### src/sv/assert_macros.svh
// Assertion macros shared by the binary to decimal ASCII converter modules.
`ifndef ASSERT_MACROS_SVH
`define ASSERT_MACROS_SVH

// Concurrent assertion on the rising clock edge, disabled while reset is high.
`define ASSERT_CLK(label, prop, msg) \
   label: assert property (@(posedge clock) disable iff (reset) prop) else $error(msg);

// Concurrent assertion that a condition never holds at a rising clock edge.
`define ASSERT_NEVER(label, cond, msg) \
   label: assert property (@(posedge clock) disable iff (reset) !(cond)) else $error(msg);

`endif

### src/sv/b2da_pkg.sv
// Package with the state types and character codes of the decimal ASCII converter.
package b2da_pkg;

   // ASCII codes, trimmed to the 6-bit result field.
   localparam logic [5:0] CODE_MINUS = 6'd45;
   localparam logic [5:0] CODE_ZERO  = 6'd48;

   // Front end: take a request, run the binary to BCD steps, hand off to the queue.
   typedef enum logic [1:0] {
      FRONT_IDLE,
      FRONT_CONVERT,
      FRONT_PUSH
   } front_state_type;

   // Back end: emit the sign, then the digits from the most significant one down.
   typedef enum logic [1:0] {
      BACK_IDLE,
      BACK_SIGN,
      BACK_DIGIT
   } back_state_type;

endpackage

### src/sv/b2da_front.sv
// Front end: accepts a request, takes its magnitude and converts it to BCD.
`include "assert_macros.svh"

module b2da_front #(
   parameter int VALUE_WIDTH = 64,
   parameter int NUM_DIGITS  = 19,
   parameter int DIGIT_W     = 5
) (
   input  logic                              clock,
   input  logic                              reset,
   input  logic                              start,
   output logic                              busy,
   input  logic [63:0]                       req_value,
   input  logic                              queue_full,
   output logic                              push,
   output logic [NUM_DIGITS*4+DIGIT_W:0]     push_entry
);

   // Four bits of the magnitude enter the BCD register per cycle.
   localparam int STEPS = (VALUE_WIDTH + 3) / 4;
   localparam int PAD_W = STEPS * 4;
   localparam int CNT_W = (STEPS > 1) ? $clog2(STEPS) : 1;

   b2da_pkg::front_state_type state_ff, state_in;

   logic [PAD_W-1:0]                 bin_ff, bin_in;
   logic [NUM_DIGITS-1:0][3:0]       bcd_ff, bcd_in;
   logic                             neg_ff, neg_in;
   logic [CNT_W-1:0]                 cnt_ff, cnt_in;

   logic [VALUE_WIDTH-1:0]           x;
   logic [VALUE_WIDTH-1:0]           mag;
   logic [PAD_W-1:0]                 bin_step;
   logic [NUM_DIGITS-1:0][3:0]       bcd_step;
   logic [DIGIT_W-1:0]               top_idx;

   // Sign and magnitude; the most negative value comes out as an exact unsigned magnitude.
   always_comb begin
      x   = req_value[VALUE_WIDTH-1:0];
      mag = x[VALUE_WIDTH-1] ? (~x + {{(VALUE_WIDTH-1){1'b0}}, 1'b1}) : x;
   end

   // Four shift-and-add-3 steps of the binary to BCD conversion.
   always_comb begin
      bcd_step = bcd_ff;
      bin_step = bin_ff;
      for (int b = 0; b < 4; b++) begin
         for (int d = 0; d < NUM_DIGITS; d++) begin
            if (bcd_step[d] >= 4'd5) begin
               bcd_step[d] = bcd_step[d] + 4'd3;
            end
         end
         {bcd_step, bin_step} = {bcd_step, bin_step} << 1;
      end
   end

   // Position of the most significant nonzero digit; zero keeps position zero.
   always_comb begin
      top_idx = '0;
      for (int d = 0; d < NUM_DIGITS; d++) begin
         if (bcd_ff[d] != 4'd0) begin
            top_idx = DIGIT_W'(d);
         end
      end
   end

   // Registers.
   always_ff @(posedge clock) begin
      if (reset) begin
         state_ff <= b2da_pkg::FRONT_IDLE;
      end else begin
         state_ff <= state_in;
      end
      bin_ff <= bin_in;
      bcd_ff <= bcd_in;
      neg_ff <= neg_in;
      cnt_ff <= cnt_in;
   end

   // Next state and outputs.
   always_comb begin
      state_in   = state_ff;
      bin_in     = bin_ff;
      bcd_in     = bcd_ff;
      neg_in     = neg_ff;
      cnt_in     = cnt_ff;
      busy       = 1'b1;
      push       = 1'b0;
      push_entry = {neg_ff, top_idx, bcd_ff};
      case (state_ff)
         b2da_pkg::FRONT_IDLE: begin
            busy = 1'b0;
            if (start) begin
               bin_in   = PAD_W'(mag);
               bcd_in   = '0;
               neg_in   = x[VALUE_WIDTH-1];
               cnt_in   = CNT_W'(STEPS - 1);
               state_in = b2da_pkg::FRONT_CONVERT;
            end
         end
         b2da_pkg::FRONT_CONVERT: begin
            bin_in = bin_step;
            bcd_in = bcd_step;
            cnt_in = cnt_ff - 1'b1;
            if (cnt_ff == '0) begin
               state_in = b2da_pkg::FRONT_PUSH;
            end
         end
         b2da_pkg::FRONT_PUSH: begin
            if (!queue_full) begin
               push     = 1'b1;
               state_in = b2da_pkg::FRONT_IDLE;
            end
         end
         default: begin
            state_in = b2da_pkg::FRONT_IDLE;
         end
      endcase
   end

   // A request taken while idle keeps the front end busy on the next cycle.
   `ASSERT_CLK(a_front_busy_after_start, (start && !busy) |=> busy, "front end idle after a request")

endmodule

### src/sv/b2da_fifo.sv
// Two-entry queue between the converting front end and the emitting back end.
`include "assert_macros.svh"

module b2da_fifo #(
   parameter int WIDTH = 96
) (
   input  logic             clock,
   input  logic             reset,
   input  logic             push,
   input  logic [WIDTH-1:0] push_data,
   output logic             full,
   input  logic             pop,
   output logic [WIDTH-1:0] pop_data,
   output logic             empty
);

   logic [1:0][WIDTH-1:0] mem_ff;
   logic                  wr_ptr_ff;
   logic                  rd_ptr_ff;
   logic [1:0]            count_ff;

   assign full     = (count_ff == 2'd2);
   assign empty    = (count_ff == 2'd0);
   assign pop_data = mem_ff[rd_ptr_ff];

   // Pointers and fill count.
   always_ff @(posedge clock) begin
      if (reset) begin
         wr_ptr_ff <= 1'b0;
         rd_ptr_ff <= 1'b0;
         count_ff  <= 2'd0;
      end else begin
         if (push) begin
            wr_ptr_ff <= ~wr_ptr_ff;
         end
         if (pop) begin
            rd_ptr_ff <= ~rd_ptr_ff;
         end
         count_ff <= count_ff + {1'b0, push} - {1'b0, pop};
      end
   end

   // Entry storage.
   always_ff @(posedge clock) begin
      if (push) begin
         mem_ff[wr_ptr_ff] <= push_data;
      end
   end

   `ASSERT_NEVER(a_fifo_no_overflow, push && full, "request pushed into a full queue")
   `ASSERT_NEVER(a_fifo_no_underflow, pop && empty, "request popped from an empty queue")

endmodule

### src/sv/b2da_back.sv
// Back end: emits the sign and the decimal digits of one queued request per pass.
`include "assert_macros.svh"

module b2da_back #(
   parameter int NUM_DIGITS = 19,
   parameter int DIGIT_W    = 5
) (
   input  logic                           clock,
   input  logic                           reset,
   input  logic                           queue_empty,
   input  logic [NUM_DIGITS*4+DIGIT_W:0]  pop_entry,
   output logic                           pop,
   output logic                           rsp_valid,
   output logic [5:0]                     rsp_char_code,
   output logic                           rsp_last
);

   localparam int BCD_W   = NUM_DIGITS * 4;
   localparam int ENTRY_W = BCD_W + DIGIT_W + 1;

   b2da_pkg::back_state_type state_ff, state_in;

   logic [NUM_DIGITS-1:0][3:0] digits_ff, digits_in;
   logic [DIGIT_W-1:0]         idx_ff, idx_in;
   logic                       load;

   // Registers.
   always_ff @(posedge clock) begin
      if (reset) begin
         state_ff <= b2da_pkg::BACK_IDLE;
      end else begin
         state_ff <= state_in;
      end
      digits_ff <= digits_in;
      idx_ff    <= idx_in;
   end

   // Next state and outputs.
   always_comb begin
      state_in      = state_ff;
      digits_in     = digits_ff;
      idx_in        = idx_ff;
      load          = 1'b0;
      rsp_valid     = 1'b0;
      rsp_char_code = b2da_pkg::CODE_ZERO + {2'b00, digits_ff[idx_ff]};
      rsp_last      = 1'b0;
      case (state_ff)
         b2da_pkg::BACK_IDLE: begin
            load = !queue_empty;
            if (queue_empty) begin
               state_in = b2da_pkg::BACK_IDLE;
            end
         end
         b2da_pkg::BACK_SIGN: begin
            rsp_valid     = 1'b1;
            rsp_char_code = b2da_pkg::CODE_MINUS;
            state_in      = b2da_pkg::BACK_DIGIT;
         end
         b2da_pkg::BACK_DIGIT: begin
            rsp_valid = 1'b1;
            if (idx_ff == '0) begin
               rsp_last = 1'b1;
               load     = !queue_empty;
               state_in = b2da_pkg::BACK_IDLE;
            end else begin
               idx_in = idx_ff - 1'b1;
            end
         end
         default: begin
            state_in = b2da_pkg::BACK_IDLE;
         end
      endcase

      // Take the next converted request when one waits, from idle or straight after the last digit.
      if (load) begin
         digits_in = pop_entry[BCD_W-1:0];
         idx_in    = pop_entry[ENTRY_W-2 -: DIGIT_W];
         state_in  = pop_entry[ENTRY_W-1] ? b2da_pkg::BACK_SIGN : b2da_pkg::BACK_DIGIT;
      end
      pop = load;
   end

   // Every character is a minus sign or a decimal digit.
   `ASSERT_CLK(a_back_char_legal, rsp_valid |-> ((rsp_char_code == b2da_pkg::CODE_MINUS) || ((rsp_char_code >= b2da_pkg::CODE_ZERO) && (rsp_char_code <= b2da_pkg::CODE_ZERO + 6'd9))), "illegal character code")

   // The minus sign is never the last character and is always followed by a digit.
   `ASSERT_CLK(a_back_sign_then_digit, (rsp_valid && rsp_char_code == b2da_pkg::CODE_MINUS) |=> (rsp_valid && rsp_char_code != b2da_pkg::CODE_MINUS), "minus sign not followed by a digit")

endmodule

### src/sv/binary_to_decimal_ascii.sv
// Top level of the signed binary to decimal ASCII converter.
//
// One request carries a two's complement value in the low VALUE_WIDTH bits of
// req_value; it is taken when start is high and busy is low. The text comes out
// one character per cycle on rsp_char_code with rsp_valid high, most significant
// character first, a minus sign before negative values, and rsp_last on the final
// digit. The receiver cannot stall: every character is valid for exactly one cycle.
// Busy is high while the front end converts and pushes a request, and low only
// while it is idle. The shift-and-add-3 BCD unit takes four bits per cycle; when
// the queue is full the front end waits after converting. A two-entry queue lets
// it run ahead of the back end, which goes on to the next queued request straight
// after the last digit and passes through its idle state when the queue ran dry.
// A request at 64 bits gives up to 20 characters. With the back end idle, the
// first character follows once the request is converted, pushed into the queue
// and loaded by the back end.
module binary_to_decimal_ascii #(
   parameter int VALUE_WIDTH = 64
) (
   input  logic        clock,
   input  logic        reset,
   input  logic        start,
   output logic        busy,
   input  logic [63:0] req_value,
   output logic        rsp_valid,
   output logic [5:0]  rsp_char_code,
   output logic        rsp_last
);

   // Decimal digits needed for the largest magnitude, 2^(VALUE_WIDTH-1).
   localparam int NUM_DIGITS = ((VALUE_WIDTH - 1) * 30103) / 100000 + 1;
   localparam int DIGIT_W    = $clog2(NUM_DIGITS);
   localparam int ENTRY_W    = NUM_DIGITS * 4 + DIGIT_W + 1;

   logic               push;
   logic [ENTRY_W-1:0] push_entry;
   logic               queue_full;
   logic               pop;
   logic [ENTRY_W-1:0] pop_entry;
   logic               queue_empty;

   // Conversion front end.
   b2da_front #(
      .VALUE_WIDTH (VALUE_WIDTH),
      .NUM_DIGITS  (NUM_DIGITS),
      .DIGIT_W     (DIGIT_W)
   ) u_front (
      .clock      (clock),
      .reset      (reset),
      .start      (start),
      .busy       (busy),
      .req_value  (req_value),
      .queue_full (queue_full),
      .push       (push),
      .push_entry (push_entry)
   );

   // Queue of converted requests.
   b2da_fifo #(
      .WIDTH (ENTRY_W)
   ) u_fifo (
      .clock     (clock),
      .reset     (reset),
      .push      (push),
      .push_data (push_entry),
      .full      (queue_full),
      .pop       (pop),
      .pop_data  (pop_entry),
      .empty     (queue_empty)
   );

   // Character emitting back end.
   b2da_back #(
      .NUM_DIGITS (NUM_DIGITS),
      .DIGIT_W    (DIGIT_W)
   ) u_back (
      .clock         (clock),
      .reset         (reset),
      .queue_empty   (queue_empty),
      .pop_entry     (pop_entry),
      .pop           (pop),
      .rsp_valid     (rsp_valid),
      .rsp_char_code (rsp_char_code),
      .rsp_last      (rsp_last)
   );

endmodule

### config.mk
export PLATFORM = sky130hd
export DESIGN_NAME = binary_to_decimal_ascii
export DESIGN_NICKNAME = d
export VERILOG_FILES = /design/src/sv/b2da_pkg.sv /design/src/sv/b2da_front.sv /design/src/sv/b2da_fifo.sv /design/src/sv/b2da_back.sv /design/src/sv/binary_to_decimal_ascii.sv
export VERILOG_INCLUDE_DIRS = /design/src /design/src/sv
export SDC_FILE = /design/constraint.sdc
export NUM_CORES = 1
export LEC_CHECK = 0
export ABC_AREA = 1
export BUFFER_PORTS_ARGS = -buffer_cell sky130_fd_sc_hd__buf_2
export CAP_MARGIN = 15
export CORE_MARGIN = 8
export CORE_UTILIZATION = 30
export CTS_CLUSTER_SIZE = 8
export DETAILED_ROUTE_END_ITERATION = 8
export GPL_TIMING_DRIVEN = 1
export PLACE_DENSITY = 0.51
export SLEW_MARGIN = 10
export SYNTH_ARGS = -nofsm -noshare
export SYNTH_HDL_FRONTEND = slang
export SYNTH_SLANG_ARGS = --single-unit
### constraint.sdc
create_clock -name clock -period 5.52 [get_ports clock]
set_clock_uncertainty 0.05 [all_clocks]
set_input_delay 0.276 -clock clock [delete_from_list [all_inputs] [get_ports clock]]
set_output_delay 0.276 -clock clock [all_outputs]
set_load 0.005 [all_outputs]
==> results.py <==
metrics = {
    "final_layout": {
        "final_common_cell": "nand2_1",
        "layout_common_cells": "nand2_1 (1,040), edfxtp_1 (390), inv_1 (387)",
        "area_growth_pct": 13.3,
        "nFillCells": 8570,
        "layout-drive-gt1-share_pct": 10.1,
        "final_nets": 3319,
    },
    "clocking": {
        "cts_sinks": 398,
        "htreeDepth": 2,
        "cts_tree": "done",
        "clk_latency_ns": 0.61,
        "post_cts_buffers": 0,
        "cts_buffer_depth": 3,
        "clk_pin_slew_ns": 0.06,
        "cts-root-buf": "clkbuf_16",
        "numCtsBuffers": 56,
    },
    "setup_path": {
        "crit_chain": "inv_1 > ha_1 > nand3_1 > nor2_1 > or2_2 > o21ai_2 > clkinv_2 > ha_1 > inv_1 > ha_1 > xor2_1 > nand2_1 > nor3b_1",
        "worstPathArrival_ns": 4.35,
        "crit_end": "u_fifo.count_ff[1]",
        "worst-r2r-setup-slack_ns": 1.60,
        "critPathMaxFanout": 27,
        "cp_common_cell": "ha_1",
        "worstRegToRegCells": 13,
        "path_class": "reg2reg",
        "cpMaxStageDelayCell": "edfxtp_1",
        "critical_path.startpoint": "u_back.idx_ff[1]",
        "rr_endpoint": "u_fifo.count_ff[1]",
        "r2r-start": "u_back.idx_ff[1]",
        "max_stage_delay_ns": 0.74,
        "start_kind": "flip-flop",
        "crit_path_end_kind": "flip-flop",
        "worst-endpoint-required_ns": 5.95,
    },
    "yosys": {
        "synth_xor_area_share_pct": 2.06,
        "synth_edf_count": 390,
        "netlist_area_mm2": 0.0247,
        "syn-mean-instance-area_um2": 8.02,
        "synth_mux_area_share_pct": 0,
        "async_flop_share_pct": 0,
        "synth_top_family_by_area": "simple AND/OR/NAND/NOR gates",
        "synth_warnings": 0,
        "synth_nets": 3231,
        "syn_inst": 3079,
        "synth.ff_latch_count": 398,
        "ys_types": 55,
        "ys_seq_area_share_pct": 48.1,
        "ys.flop_type": "edfxtp_1",
        "synthAdderAreaFrac_pct": 4.31,
        "synthSimpleGateAreaFrac_pct": 31.7,
        "synth-compound-area-share_pct": 6.56,
    },
    "floorplan": {
        "chipHeight_um": 303,
        "core_mm2": 0.0817,
        "rows": 105,
        "die_area_mm2": 0.0917,
        "pin_count": 76,
        "die_x_um": 303,
        "initial_utilization_pct": 30.2,
    },
    "timing": {
        "rsz0062_at_grt": "no",
        "fin_crit_ns": 3.92,
        "slew_violations": 0,
        "tightest_slew_ns": 1.03,
        "timing.slew.headroom_pct": 31.5,
        "setup_viol": 0,
        "hold_viol_final": 0,
        "fmax_ghz": 0.255,
        "period_share_pct": 71.1,
        "fin_setup_tns_ns": 0,
        "timing.hold.ws_ns": 0.0470,
    },
    "min_path": {
        "min_path_type": "in2reg",
        "hold_path_depth": 4,
    },
    "grt": {
        "grt_pass1_vias": 18600,
        "grt_start_max_net_pins": 84,
        "grt-ovfl-total": 0,
        "grt.total_usage_pct": 12.6,
        "grt_pass1_wl_mm": 95.2,
        "antenna_found_initial": 8,
    },
    "route": {
        "antenna_left": 0,
        "wl_per_cell_um": 13.6,
        "via_per_inst": 4.56,
        "num_vias": 19500,
        "drt-pass1-iter-count": 5,
        "drtIter0Drc": 1158,
        "drc": 0,
        "wl_mm": 58.3,
    },
    "place": {
        "numPortBuffers": 74,
        "dp_hpwl_mm": 41.4,
        "gp_congestion": 0.794,
    },
    "flow_run": {
        "max_cap_violations": 0,
    },
    "outcome": {
        "status": "completed",
    },
}
==> synth_stat cells, drive strengths merged (8+ instances only) <==
| cell type | n | area [um2] |
|---|---|---|
| buf | 19 | 85.1 |
| nor4 | 15 | 93.8 |
| inv | 408 | 1530 |
| nand3b | 12 | 90.1 |
| nand3 | 290 | 1610 |
| xnor2 | 15 | 131 |
| clkbuf | 46 | 174 |
| nand4 | 54 | 338 |
| dfxtp | 8 | 160 |
| nor2 | 218 | 878 |
| ha | 85 | 1060 |
| xor2 | 43 | 377 |
| o21bai | 9 | 67.6 |
| o22ai | 9 | 56.3 |
| nor3 | 36 | 216 |
| or2 | 19 | 119 |
| o21ai | 141 | 736 |
| a21oi | 97 | 493 |
| edfxtp | 390 | 11700 |
| nand2 | 1120 | 4430 |
==> layout make-up <==
class	count	area, um2	area share, %
Timing Repair Buffer	95	543	1.94
Clock inverter	5	81.3	0.291
Multi-Input combinational cell	2206	11000	39.5
Clock buffer	91	1530	5.48
Sequential cell	398	11900	42.5
Inverter	410	1540	5.51
Tap cell	1070	1340	4.79
Antenna cell	3	7.51	0.0268
==> how the worst min path moves through the flow <==
stage / startpoint / end / slack (ns)
floorplan: req_value[63] / u_front.neg_ff / 0.32
global route: req_value[57] / u_front.bin_ff[57] / 0.03
global placement: u_front.push_entry[69] / u_fifo.mem_ff[151] / 0.41
CTS: req_value[57] / u_front.bin_ff[57] / 0.002
detailed placement: u_front.push_entry[69] / u_fifo.mem_ff[69] / 0.41
finish: req_value[57] / u_front.bin_ff[57] / 0.05
==> timing repair <==
action,in CTS,in global routing
resized for setup,0,0
hold endpoints to repair,11,0
hold buffers,6,0
==> registers in the layout, indices dropped and copies added, names as in the netlist, 2 cells and up <==
name,count
u_back.state_ff,2
u_front.cnt_ff,4
u_fifo.count_ff,2
u_back.digits_ff,76
u_back.idx_ff,5
u_front.bin_ff,64
u_front.state_ff,2
u_fifo.mem_ff,164
u_front.push_entry,76
==> layer usage <==
metal	GRT usage, %	vias to the layer above	routed length (um)	share of wire (%)
met5	0	-	48	0.082
met4	2.47	8	888	1.5
met3	2.37	80	2530	4.3
met2	21.0	252	26700	46
met1	17.0	8858	28200	48
li1	-	10300	-	-
==> metrics by stage <==
step	utilization [%]	instance area [um2]	instances	setup WS (ns)
floorplan	-	24700	3079	0.780
global placement	32.2	26300	4173	1.67
detailed placement	32.2	26300	4173	1.56
CTS	34.2	28000	4275	1.54
global route	34.2	28000	4275	1.24
finish	34.2	28000	4278	1.60
==> cell families (layout without fill, tap and decap cells) <==
family / after synthesis / in the layout
buffers and inverters: 475 / 601
xor gates and xnor gates: 58 / 58
other: 1 / 4
and+or+nand+nor: 1771 / 1771
DFF: 398 / 398
adders and majority gates: 85 / 85
AOI/OAI and AO/OA: 291 / 291
==> worst max-delay path: cells and delay by family, from the launching register on <==
family / cells / cell delay [ns]
xor+xnor: 1 / 0.18
fa+ha+maj: 3 / 0.99
compound gates: 1 / 0.13
buf+inv: 3 / 0.98
flops: 1 / 0.74
simple gates: 5 / 0.70
Power is not shown: default switching activity piles up to over one toggle a cycle in this logic, so the estimate is an artifact.
